--- src/rtl/base64_stream_codec_defines.svh ---
// Assertion macros for the base64 stream codec.
`ifndef BASE64_STREAM_CODEC_DEFINES_SVH
`define BASE64_STREAM_CODEC_DEFINES_SVH

// Same-cycle implication.
`define B64SC_ASSERT_NOW(label, clk, rstn, ante, cons) \
    label: assert property (@(posedge clk) disable iff (!(rstn)) (ante) |-> (cons)) \
        else $error("b64sc assertion failed");

// Next-cycle implication.
`define B64SC_ASSERT_NEXT(label, clk, rstn, ante, cons) \
    label: assert property (@(posedge clk) disable iff (!(rstn)) (ante) |=> (cons)) \
        else $error("b64sc assertion failed");

`endif

--- src/rtl/b64sc_pkg.sv ---
package b64sc_pkg;

    typedef enum logic {
        DIR_ENCODE = 1'b0,
        DIR_DECODE = 1'b1
    } dir_t;

    localparam logic [7:0] PAD_CHAR = 8'h3D; // '='
    localparam int         MAX_RESULTS = 4;

    typedef struct packed {
        logic [17:0] bits;
        logic [1:0]  count;
        logic        stopped;
    } state_t;

    typedef struct packed {
        logic [2:0]                    num;
        logic [MAX_RESULTS-1:0][7:0]   bytes;   // bytes[0] goes out first
        logic                          stream_end;
    } result_t;

    // Sextet to alphabet character.
    function automatic logic [7:0] enc_char(input logic [5:0] s);
        logic [7:0] c;
        c = 8'h00;
        if (s < 6'd26) begin
            c = {2'b00, s} + 8'h41;
        end else if (s < 6'd52) begin
            c = {2'b00, s} + 8'h47;          // 'a' - 26
        end else if (s < 6'd62) begin
            c = {2'b00, s} - 8'h04;          // '0' - 52
        end else if (s == 6'd62) begin
            c = 8'h2B;
        end else begin
            c = 8'h2F;
        end
        return c;
    endfunction

    // Alphabet character to {valid, sextet}.
    function automatic logic [6:0] dec_sextet(input logic [7:0] c);
        logic [6:0] r;
        r = 7'h00;
        if (c >= 8'h41 && c <= 8'h5A) begin
            r = {1'b1, 6'(c - 8'h41)};
        end else if (c >= 8'h61 && c <= 8'h7A) begin
            r = {1'b1, 6'(c - 8'h47)};
        end else if (c >= 8'h30 && c <= 8'h39) begin
            r = {1'b1, 6'(c + 8'h04)};
        end else if (c == 8'h2B) begin
            r = {1'b1, 6'd62};
        end else if (c == 8'h2F) begin
            r = {1'b1, 6'd63};
        end
        return r;
    endfunction

endpackage

--- src/rtl/base64_stream_codec.sv ---
// Base64 stream codec (standard alphabet). cfg_data selects the direction:
// 0 encodes bytes to text, 1 decodes text to bytes; a write also drops any
// partial group. Each request is registered and then processed
// combinationally into a result buffer that streams one byte per cycle on
// the m_ side while m_tready is high, so the rate is set by that output
// port: a new request is processed only once the buffer is empty or its
// last byte is leaving. s_tlast flushes the stream; m_tlast marks the last
// byte of each request, m_tuser the last byte of the stream. Decoding stops
// at the first '=' or foreign character.
`include "base64_stream_codec_defines.svh"

module base64_stream_codec (
    input  logic        aclk,
    input  logic        aresetn,
    input  logic        cfg_valid,
    output logic        cfg_ready,
    input  logic        cfg_data,   // direction
    input  logic        s_tvalid,
    output logic        s_tready,
    input  logic [7:0]  s_tdata,    // in_byte
    input  logic        s_tlast,    // is_last
    output logic        m_tvalid,
    input  logic        m_tready,
    output logic [7:0]  m_tdata,    // out_byte
    output logic        m_tlast,    // run_last
    output logic [0:0]  m_tuser     // [0] stream_end
);

    logic               in_valid_reg;
    logic [7:0]         in_byte_reg;
    logic               in_last_reg;
    b64sc_pkg::dir_t    dir_reg;
    b64sc_pkg::state_t  state_reg;
    b64sc_pkg::state_t  state_next;
    b64sc_pkg::result_t res;
    logic               buf_free;
    logic               step_go;
    logic               cfg_go;

    assign cfg_ready = 1'b1;
    assign cfg_go    = cfg_valid && cfg_ready;
    assign step_go   = in_valid_reg && buf_free;
    assign s_tready  = !in_valid_reg || buf_free;

    always_ff @(posedge aclk) begin
        if (!aresetn) begin
            in_valid_reg <= 1'b0;
        end else if (s_tready) begin
            in_valid_reg <= s_tvalid;
        end
    end

    always_ff @(posedge aclk) begin
        if (s_tready && s_tvalid) begin
            in_byte_reg <= s_tdata;
            in_last_reg <= s_tlast;
        end
    end

    always_ff @(posedge aclk) begin
        if (!aresetn) begin
            dir_reg   <= b64sc_pkg::DIR_ENCODE;
            state_reg <= '0;
        end else if (cfg_go) begin
            dir_reg   <= b64sc_pkg::dir_t'(cfg_data);
            state_reg <= '0;
        end else if (step_go) begin
            state_reg <= state_next;
        end
    end

    b64sc_step u_step (
        .dir     (dir_reg),
        .st      (state_reg),
        .in_byte (in_byte_reg),
        .in_last (in_last_reg),
        .st_next (state_next),
        .res     (res)
    );

    b64sc_out u_out (
        .aclk     (aclk),
        .aresetn  (aresetn),
        .load     (step_go),
        .res      (res),
        .free     (buf_free),
        .m_tvalid (m_tvalid),
        .m_tready (m_tready),
        .m_tdata  (m_tdata),
        .m_tlast  (m_tlast),
        .m_tuser  (m_tuser)
    );

    `B64SC_ASSERT_NOW(a_end_on_last, aclk, aresetn, m_tvalid && m_tuser[0], m_tlast)
    `B64SC_ASSERT_NEXT(a_res_shown, aclk, aresetn, step_go && res.num != 3'd0, m_tvalid)
    `B64SC_ASSERT_NEXT(a_cfg_clears, aclk, aresetn, cfg_go, state_reg.count == 2'd0)
    `B64SC_ASSERT_NOW(a_enc_groups, aclk, aresetn,
        step_go && dir_reg == b64sc_pkg::DIR_ENCODE, res.num == 3'd0 || res.num == 3'd4)

endmodule

--- src/rtl/b64sc_step.sv ---
module b64sc_step (
    input  b64sc_pkg::dir_t    dir,
    input  b64sc_pkg::state_t  st,
    input  logic [7:0]         in_byte,
    input  logic               in_last,
    output b64sc_pkg::state_t  st_next,
    output b64sc_pkg::result_t res
);

    logic [6:0]  sx;
    logic [23:0] word;

    always_comb begin
        sx      = b64sc_pkg::dec_sextet(in_byte);
        word    = '0;
        st_next = st;
        res     = '0;

        if (dir == b64sc_pkg::DIR_ENCODE) begin
            if (st.count == 2'd2) begin
                word         = {st.bits[15:0], in_byte};
                res.num      = 3'd4;
                res.bytes[0] = b64sc_pkg::enc_char(word[23:18]);
                res.bytes[1] = b64sc_pkg::enc_char(word[17:12]);
                res.bytes[2] = b64sc_pkg::enc_char(word[11:6]);
                res.bytes[3] = b64sc_pkg::enc_char(word[5:0]);
                st_next.bits  = '0;
                st_next.count = 2'd0;
            end else begin
                st_next.bits  = {st.bits[9:0], in_byte};
                st_next.count = st.count + 2'd1;
                if (in_last) begin
                    // flush partial group with padding
                    if (st_next.count == 2'd1) begin
                        word = {st_next.bits[7:0], 16'h0000};
                    end else begin
                        word = {st_next.bits[15:0], 8'h00};
                    end
                    res.num      = 3'd4;
                    res.bytes[0] = b64sc_pkg::enc_char(word[23:18]);
                    res.bytes[1] = b64sc_pkg::enc_char(word[17:12]);
                    res.bytes[2] = (st_next.count == 2'd1) ? b64sc_pkg::PAD_CHAR
                                                           : b64sc_pkg::enc_char(word[11:6]);
                    res.bytes[3] = b64sc_pkg::PAD_CHAR;
                end
            end
        end else begin
            if (!st.stopped) begin
                if (!sx[6]) begin
                    st_next.stopped = 1'b1;
                end else if (st.count == 2'd3) begin
                    word         = {st.bits, sx[5:0]};
                    res.num      = 3'd3;
                    res.bytes[0] = word[23:16];
                    res.bytes[1] = word[15:8];
                    res.bytes[2] = word[7:0];
                    st_next.bits  = '0;
                    st_next.count = 2'd0;
                end else begin
                    st_next.bits  = {st.bits[11:0], sx[5:0]};
                    st_next.count = st.count + 2'd1;
                end
            end
            if (in_last && st_next.count == 2'd2) begin
                res.num      = 3'd1;
                res.bytes[0] = st_next.bits[11:4];
            end else if (in_last && st_next.count == 2'd3) begin
                res.num      = 3'd2;
                res.bytes[0] = st_next.bits[17:10];
                res.bytes[1] = st_next.bits[9:2];
            end
        end

        res.stream_end = in_last;
        if (in_last) begin
            st_next = '0;
        end
    end

endmodule

--- src/rtl/b64sc_out.sv ---
module b64sc_out (
    input  logic                aclk,
    input  logic                aresetn,
    input  logic                load,
    input  b64sc_pkg::result_t  res,
    output logic                free,
    output logic                m_tvalid,
    input  logic                m_tready,
    output logic [7:0]          m_tdata,   // out_byte
    output logic                m_tlast,   // run_last
    output logic [0:0]          m_tuser    // [0] stream_end
);

    logic [2:0]                                cnt_reg;
    logic [b64sc_pkg::MAX_RESULTS-1:0][7:0]    bytes_reg;
    logic                                      end_reg;
    logic                                      take;

    assign m_tvalid = (cnt_reg != 3'd0);
    assign take     = m_tvalid && m_tready;
    assign free     = (cnt_reg == 3'd0) || (cnt_reg == 3'd1 && m_tready);
    assign m_tdata  = bytes_reg[0];
    assign m_tlast  = (cnt_reg == 3'd1);
    assign m_tuser  = (cnt_reg == 3'd1) && end_reg;

    always_ff @(posedge aclk) begin
        if (!aresetn) begin
            cnt_reg <= 3'd0;
        end else if (load) begin
            cnt_reg <= res.num;
        end else if (take) begin
            cnt_reg <= cnt_reg - 3'd1;
        end
    end

    always_ff @(posedge aclk) begin
        if (load) begin
            bytes_reg <= res.bytes;
            end_reg   <= res.stream_end;
        end else if (take) begin
            bytes_reg <= {8'h00, bytes_reg[b64sc_pkg::MAX_RESULTS-1:1]};
        end
    end

endmodule

--- config.mk ---
export PLATFORM = sky130hd
export DESIGN_NAME = base64_stream_codec
export DESIGN_NICKNAME = d
export VERILOG_FILES = /design/src/rtl/b64sc_pkg.sv /design/src/rtl/base64_stream_codec.sv /design/src/rtl/b64sc_step.sv /design/src/rtl/b64sc_out.sv
export VERILOG_INCLUDE_DIRS = /design/src /design/src/rtl
export SDC_FILE = /design/constraint.sdc
export NUM_CORES = 1
export LEC_CHECK = 0
export BUFFER_PORTS_ARGS = -buffer_cell sky130_fd_sc_hd__buf_2
export CORE_MARGIN = 10
export CORE_UTILIZATION = 45
export DETAILED_ROUTE_END_ITERATION = 8
export HOLD_SLACK_MARGIN = 0.03
export PLACE_DENSITY = 0.69
export SLEW_MARGIN = 0
export SYNTH_ARGS = -nofsm -noshare
export SYNTH_HDL_FRONTEND = slang
export SYNTH_SLANG_ARGS = --single-unit
--- constraint.sdc ---
create_clock -name aclk -period 8.15 [get_ports aclk]
set_input_delay 1.63 -clock aclk [delete_from_list [all_inputs] [get_ports aclk]]
set_output_delay 1.63 -clock aclk [all_outputs]
set_load 0.05 [all_outputs]
; After elaboration in Yosys (flattened, before gate mapping)
; Index checks and enable logic that the tools add are counted.
[totals]
ff_bits = 68
input_bits = 15
output_inout_bits = 13
[classes]
addsub = 26
n_lt_le_gt_ge = 27
eq_ne = 17
mux = 67
n_bitwise = 1
n_reduce_logical = 20
[op_table]
columns = op, count
row1 = $mux W8, 25
row2 = $mux W24, 8
row3 = $add A6 B7 Y8 const B, 14
row4 = $lt A6 B6 Y1 const B, 14
row5 = $mux W20, 4
row6 = $mux W35, 2
row7 = $mux W32, 2
row8 = $mux W21, 3
row9 = $sub A6 B3 Y7 const B, 7
row10 = $eq A6 B6 Y1 const B, 7
row11 = $lt A6 B5 Y1 const B, 7
row12 = $mux W3, 14
row13 = $mux W7, 5
row14 = $eq A8 B6 Y1 const B, 2
row15 = $ge A8 B7 Y1 const B, 2
row16 = $le A8 B7 Y1 const B, 2
row17 = $mux W16, 1
row18 = $logic_and A1 B1 Y1, 10
row19 = $eq A2 B2 Y1 const B, 4
row20 = $ge A8 B6 Y1 const B, 1
row21 = $le A8 B6 Y1 const B, 1
row22 = $add A6 B3 Y6 const B, 1
row23 = $sub A6 B1 Y6 const B, 1
row24 = $sub A6 B3 Y6 const B, 1
row25 = other kinds (17), 20

; Longest topological paths before layout
[logic_depth]
word_depth = 16
depth_mapped = 16
ltp_nobuf = 12

; Hierarchy
; A second synthesis with hierarchy kept.
[hier_totals]
hier_cells = 924
area_unflattened_um2 = 7284.5
[modules_own_cells]
columns = module, n_inst, cells_per_inst, area_each_um2, seq_area_each_um2
row1 = b64sc_step, 1, 700, 4245.3, 0.0
row2 = b64sc_out, 1, 107, 1657.8, 1051.0
row3 = base64_stream_codec, 1, 117, 1381.3, 730.7

; Worst setup path after synthesis
; No wires, ideal clock.
[synth_path]
path_kind = input to output
from = input m_tready
to = output s_tready
arrival_time_ns = 2.103
path_slack_ns = 4.417
path_stages = 2
n_path_buf = 0
cell_sequence = nand2_1 nand3_1
[synth_via]
elab_chain_len = 3
[synth_lines]
columns = element, line_no
row1 = from (decl), base64_stream_codec.sv:23  ; input logic m_tready,
row2 = $logic_and A1 B1 Y1, b64sc_out.sv:21  ; assign free = (cnt_reg == 3'd0) || (cnt_reg == 3'd1 && m_tready);
row3 = $logic_or A1 B1 Y1, b64sc_out.sv:21
row4 = $logic_or A1 B1 Y1, base64_stream_codec.sv:43  ; assign s_tready = !in_valid_reg || buf_free;
row5 = to (decl), base64_stream_codec.sv:19  ; output logic s_tready,
; No other way between the ends.

; Final worst setup path
[layout_path]
from = register state_reg[1] in the netlist's numbering
to = register u_out.bytes_reg (netlist bit u_out.m_tdata[1]) (data pin)
[layout_via]
elab_chain_len = 14
elab_cells_between_ends = 34
[layout_lines]
columns = element, line_no
row1 = from (decl), base64_stream_codec.sv:33  ; b64sc_pkg::state_t state_reg;
row2 = from (signal assigned), base64_stream_codec.sv:68  ; state_reg <= state_next;
row3 = $add A2 B1 Y2, "b64sc_step.sv:31, b64sc_step.sv:61"
row4 = $eq A2 B1 Y1, b64sc_step.sv:34  ; if (st_next.count == 2'd1) begin
row5 = $mux W24, b64sc_step.sv:34
row6 = $mux W24, b64sc_step.sv:32  ; if (in_last) begin
row7 = $mux W24, b64sc_step.sv:20  ; if (st.count == 2'd2) begin
row8 = $mux W24, b64sc_step.sv:19  ; if (dir == b64sc_pkg::DIR_ENCODE) begin
row9 = $sub A6 B3 Y7 or $lt A6 B6 Y1 (tied branches), "b64sc_pkg.sv:32, b64sc_pkg.sv:31"
row10 = $mux W8, b64sc_pkg.sv:31  ; end else if (s < 6'd62) begin
row11 = $mux W8, b64sc_pkg.sv:29  ; end else if (s < 6'd52) begin
row12 = $mux W8, b64sc_pkg.sv:27  ; if (s < 6'd26) begin
row13 = $mux W35, b64sc_step.sv:32
row14 = $mux W35, b64sc_step.sv:20
row15 = $mux W24 *, b64sc_step.sv:19
row16 = $mux W32 *, b64sc_out.sv:37  ; if (load) begin
row17 = to (signal assigned), b64sc_out.sv:38  ; bytes_reg <= res.bytes;
row18 = to (signal assigned), b64sc_out.sv:41  ; bytes_reg <= {8'h00, bytes_reg[b64sc_pkg::MAX_RESULTS-1:1]};
row19 = to (decl), b64sc_out.sv:15  ; logic [b64sc_pkg::MAX_RESULTS-1:0][7:0] bytes_reg;
; Every way passes the cells marked *; elsewhere a longest branch is shown, timed or not. The select of a mux whose other input is x is not followed.
; A chain may end at the register's enable or synchronous reset.

==> summary.txt <==
NumNets Final = 910
FMAX = 0.217 GHz
Synth Net Count = 936
Post-DRT Antenna Nets = 0
Yosys reg bits = 68
Filler cells = 1503
Worst Setup Start Kind = flop
Largest register FFs = 24
Post-Synth XOR/XNOR Area = 2.35%
crit path kind = flop to flop
WL/cell = 21.1 µm
Worst EP required = 8.24 ns
min setup slack post-route = 3.54 ns
Clock Sinks = 68
Synth Area in Compound Gates = 33.3%
Core Box Area = 15300 µm²
Max-Cap Viols = 0
Sw Ratio = 41.5%
worst-margin pin slew = 1.15 ns
vias in the first global route = 6279
Ports = 28
P_leak = 2.70 nW
TritonCTS Buffers = 9
worst reg2reg startpoint = state_reg[1]
Row Count = 45
Ys Warns = 0
Hold Violations, Final = 0
post-CTS sizing = 0
reg2reg end = u_out.m_tdata[1]
Slew headroom = 23.4%
multiplexer share of the synthesized area = 2.95%
gpl congestion = 0.912
DRC Markers = 0
non-filler cells, final = 1062
Area growth syn-to-layout = 4.71%
Slew Viols, Final = 0
starting density of the core = 46.3%
via count = 6982
grt ovf = 0
die area = 21200 µm²
Setup crit end kind = flop
H-tree levels = 3
hold_ws = 0.532 ns
pre-CTS worst setup slack = 3.69 ns
Hold Buf Count CTS = 0
share of cells above drive strength 1 = 10.9%
Setup violations, final = 0
CP max stage delay = 0.86 ns
Crit Path Max Fanout = 28
Inst Count DP = 1046
largest cells by area after synthesis = edfxtp_1 (18%), ha_1 (8.6%), dfxtp_1 (7.3%)
Die W = 146 µm
GR Util All Layers = 20.3%
postcts setup bufs = 0
Worst path top cell family by delay = compound AO/OA/AOI/OAI gates
n_diodes = 0
CTS tree = done
largest family of logic cells by synthesized area = compound AO/OA/AOI/OAI gates
CP max stage cell = dfxtp_1
outcome = finished, final reports clean
final worst path period share = 56.6%
Synth Area in Adders = 8.64%
Netlist cell types = 98
initial antenna violation count = 0
Clk pwr share = 24.2%
Fin Clk Skew = 0.0101 ns
Net Sw Power = 645 µW
first-pass GRT wire length = 35400 µm
Buf/Inv on CP = 2
synthesized area = 7090 µm²
setup TNS = 0 ns
cells on worst reg2reg path = 11
Post-Syn Instances = 872
DRT Wirelength = 22400 µm
number of synthesized flops with an enable pin = 42
RSZ-0062 raised after global routing = no
hold path startpoint = u_out.bytes_reg[24]
1st-iter DRT viols = 972
Hold Crit Class = flop to flop
Seq/Total Area, Yosys = 25.1%
PortBufs = 26
Seq pwr share = 35.6%
via/cell ratio = 6.57
Hold Path Depth = 2
most frequent cell after synthesis = nand2_1
cell taking the most area after synthesis = edfxtp_1
critical path cell sequence = inv_1 -> ha_1 -> o21ai_1 -> inv_1 -> ha_1 -> a21oi_1 -> nand2_1 -> o211ai_1 -> o22ai_1 -> a22oi_1 -> o31ai_2
Tmin final = 4.61 ns
Internal Power = 909 µW
Reg2Reg Setup Slack = 3.54 ns
HPWL Detailed = 16100 µm
Comb power frac = 40.2%
CP arrival = 4.70 ns
clock slew seen by the registers of the worst setup and hold paths = 0.06 ns
Worst VDD drop = 0.000130 V
worst-case clock buffer depth = 2
latest clock arrival within the worst-skew pair = 0.35 ns
Avg Synthesized Cell Area = 8.13 µm²
largest net degree at the start of global routing = 47
PwrDens = 209 nW/µm²
Top FF cell, synth = edfxtp_1
commonest cells in the netlist = nand2_1 (82), a21oi_1 (81), nor2_1 (67), ha_1 (49), inv_1 (47)
Yosys top cell area share = 17.8%
Die Y = 146 µm
endpoint of the worst hold path = u_out.bytes_reg[16]
simple-gate share of the synthesized area = 19.4%
root buf cell = clkbuf_16
DRT Pass-1 Iters = 6
ys async rst share = 0%
-- worst register-to-register path, cell delays in order (launching register included) --
cell and delay (ns):
dfxtp_1 0.86, inv_1 0.31, ha_1 0.69, o21ai_1 0.62
inv_1 0.15, ha_1 0.26, a21oi_1 0.66, nand2_1 0.15
o211ai_1 0.14, o22ai_1 0.13, a22oi_1 0.26, o31ai_2 0.12
-- power groups by stage --
stage / clock, mW / sequential [mW] / combinational (mW)
after floorplan: 0 / 0.519 / 0.522
after global placement: 0 / 0.557 / 0.614
after detailed placement: 0 / 0.556 / 0.615
after CTS: 0.380 / 0.550 / 0.619
after global routing: 0.390 / 0.562 / 0.675
final: 0.376 / 0.554 / 0.626
-- cells by family after synthesis --
group           after synthesis
flops                        68
xor+xnor                     19
other cells                   1
fa+ha+maj                    49
simple gates                272
mux                          20
buf+inv                     120
compound gates              323
-- worst max path at each step --
stage,cells past startpoint,start,end,slack (ns)
3_5_place_dp,11,state_reg[1],u_out.m_tdata[1],3.69
4_1_cts,11,state_reg[1],u_out.m_tdata[1],3.67
3_3_place_gp,8,m_tready,u_out.bytes_reg[15],3.71
2_1_floorplan,2,m_tready,s_tready,4.42
6_report,11,state_reg[1],u_out.m_tdata[1],3.54
5_1_grt,11,state_reg[1],u_out.m_tdata[1],3.20
-- per-layer routing --
metal,share of wire (%),up-vias,global-route usage [%]
li1,-,3254,-
met1,43,3331,26.6
met2,46,353,32.2
met3,8.3,44,3.66
met4,2.7,0,7.94
met5,0,-,0
-- area by class of cell --
cell class	count	area, µm²	share of cell area, %
Clock buffer	12	256	3.45
Clock inverter	4	22.5	0.303
Inverter	48	180	2.43
Multi-Input combinational cell	684	4720	63.6
Sequential cell	68	1780	24.0
Tap cell	211	264	3.55
Timing Repair Buffer	35	198	2.66
-- stage by stage --
step           instance area, µm²  util [%]  total power [mW]
2_1_floorplan                7090         -              1.04
3_3_place_gp                 7150      46.7              1.17
3_5_place_dp                 7150      46.7              1.17
4_1_cts                      7430      48.5              1.55
5_1_grt                      7430      48.5              1.63
6_report                     7430      48.5              1.55
-- layout by cell type (no fill, tap or decap), drive strengths merged, types with 5 or more instances in the layout --
cell type / synthesis / final
o221ai: 9 / 9
a21oi: 82 / 82
nand3: 21 / 21
inv: 48 / 50
nand4: 5 / 5
nand3b: 9 / 9
o21ai: 47 / 47
nor2: 68 / 68
or3: 11 / 11
mux2i: 13 / 13
o211ai: 14 / 14
clkbuf: 45 / 12
o311ai: 8 / 8
a211o: 7 / 7
a222oi: 5 / 5
a22oi: 17 / 17
nor3: 24 / 24
a31oi: 11 / 11
xnor2: 15 / 15
a211oi: 21 / 21
nor2b: 9 / 9
a32oi: 9 / 9
nand2: 84 / 84
edfxtp: 42 / 42
o22ai: 5 / 5
a221oi: 8 / 8
dfxtp: 26 / 26
o31ai: 14 / 14
buf: 27 / 35
a21o: 17 / 17
nand2b: 16 / 16
mux2: 7 / 7
a221o: 6 / 6
ha: 49 / 49
and3: 5 / 5
No activity file was read; power rests on OpenSTA's default activity.
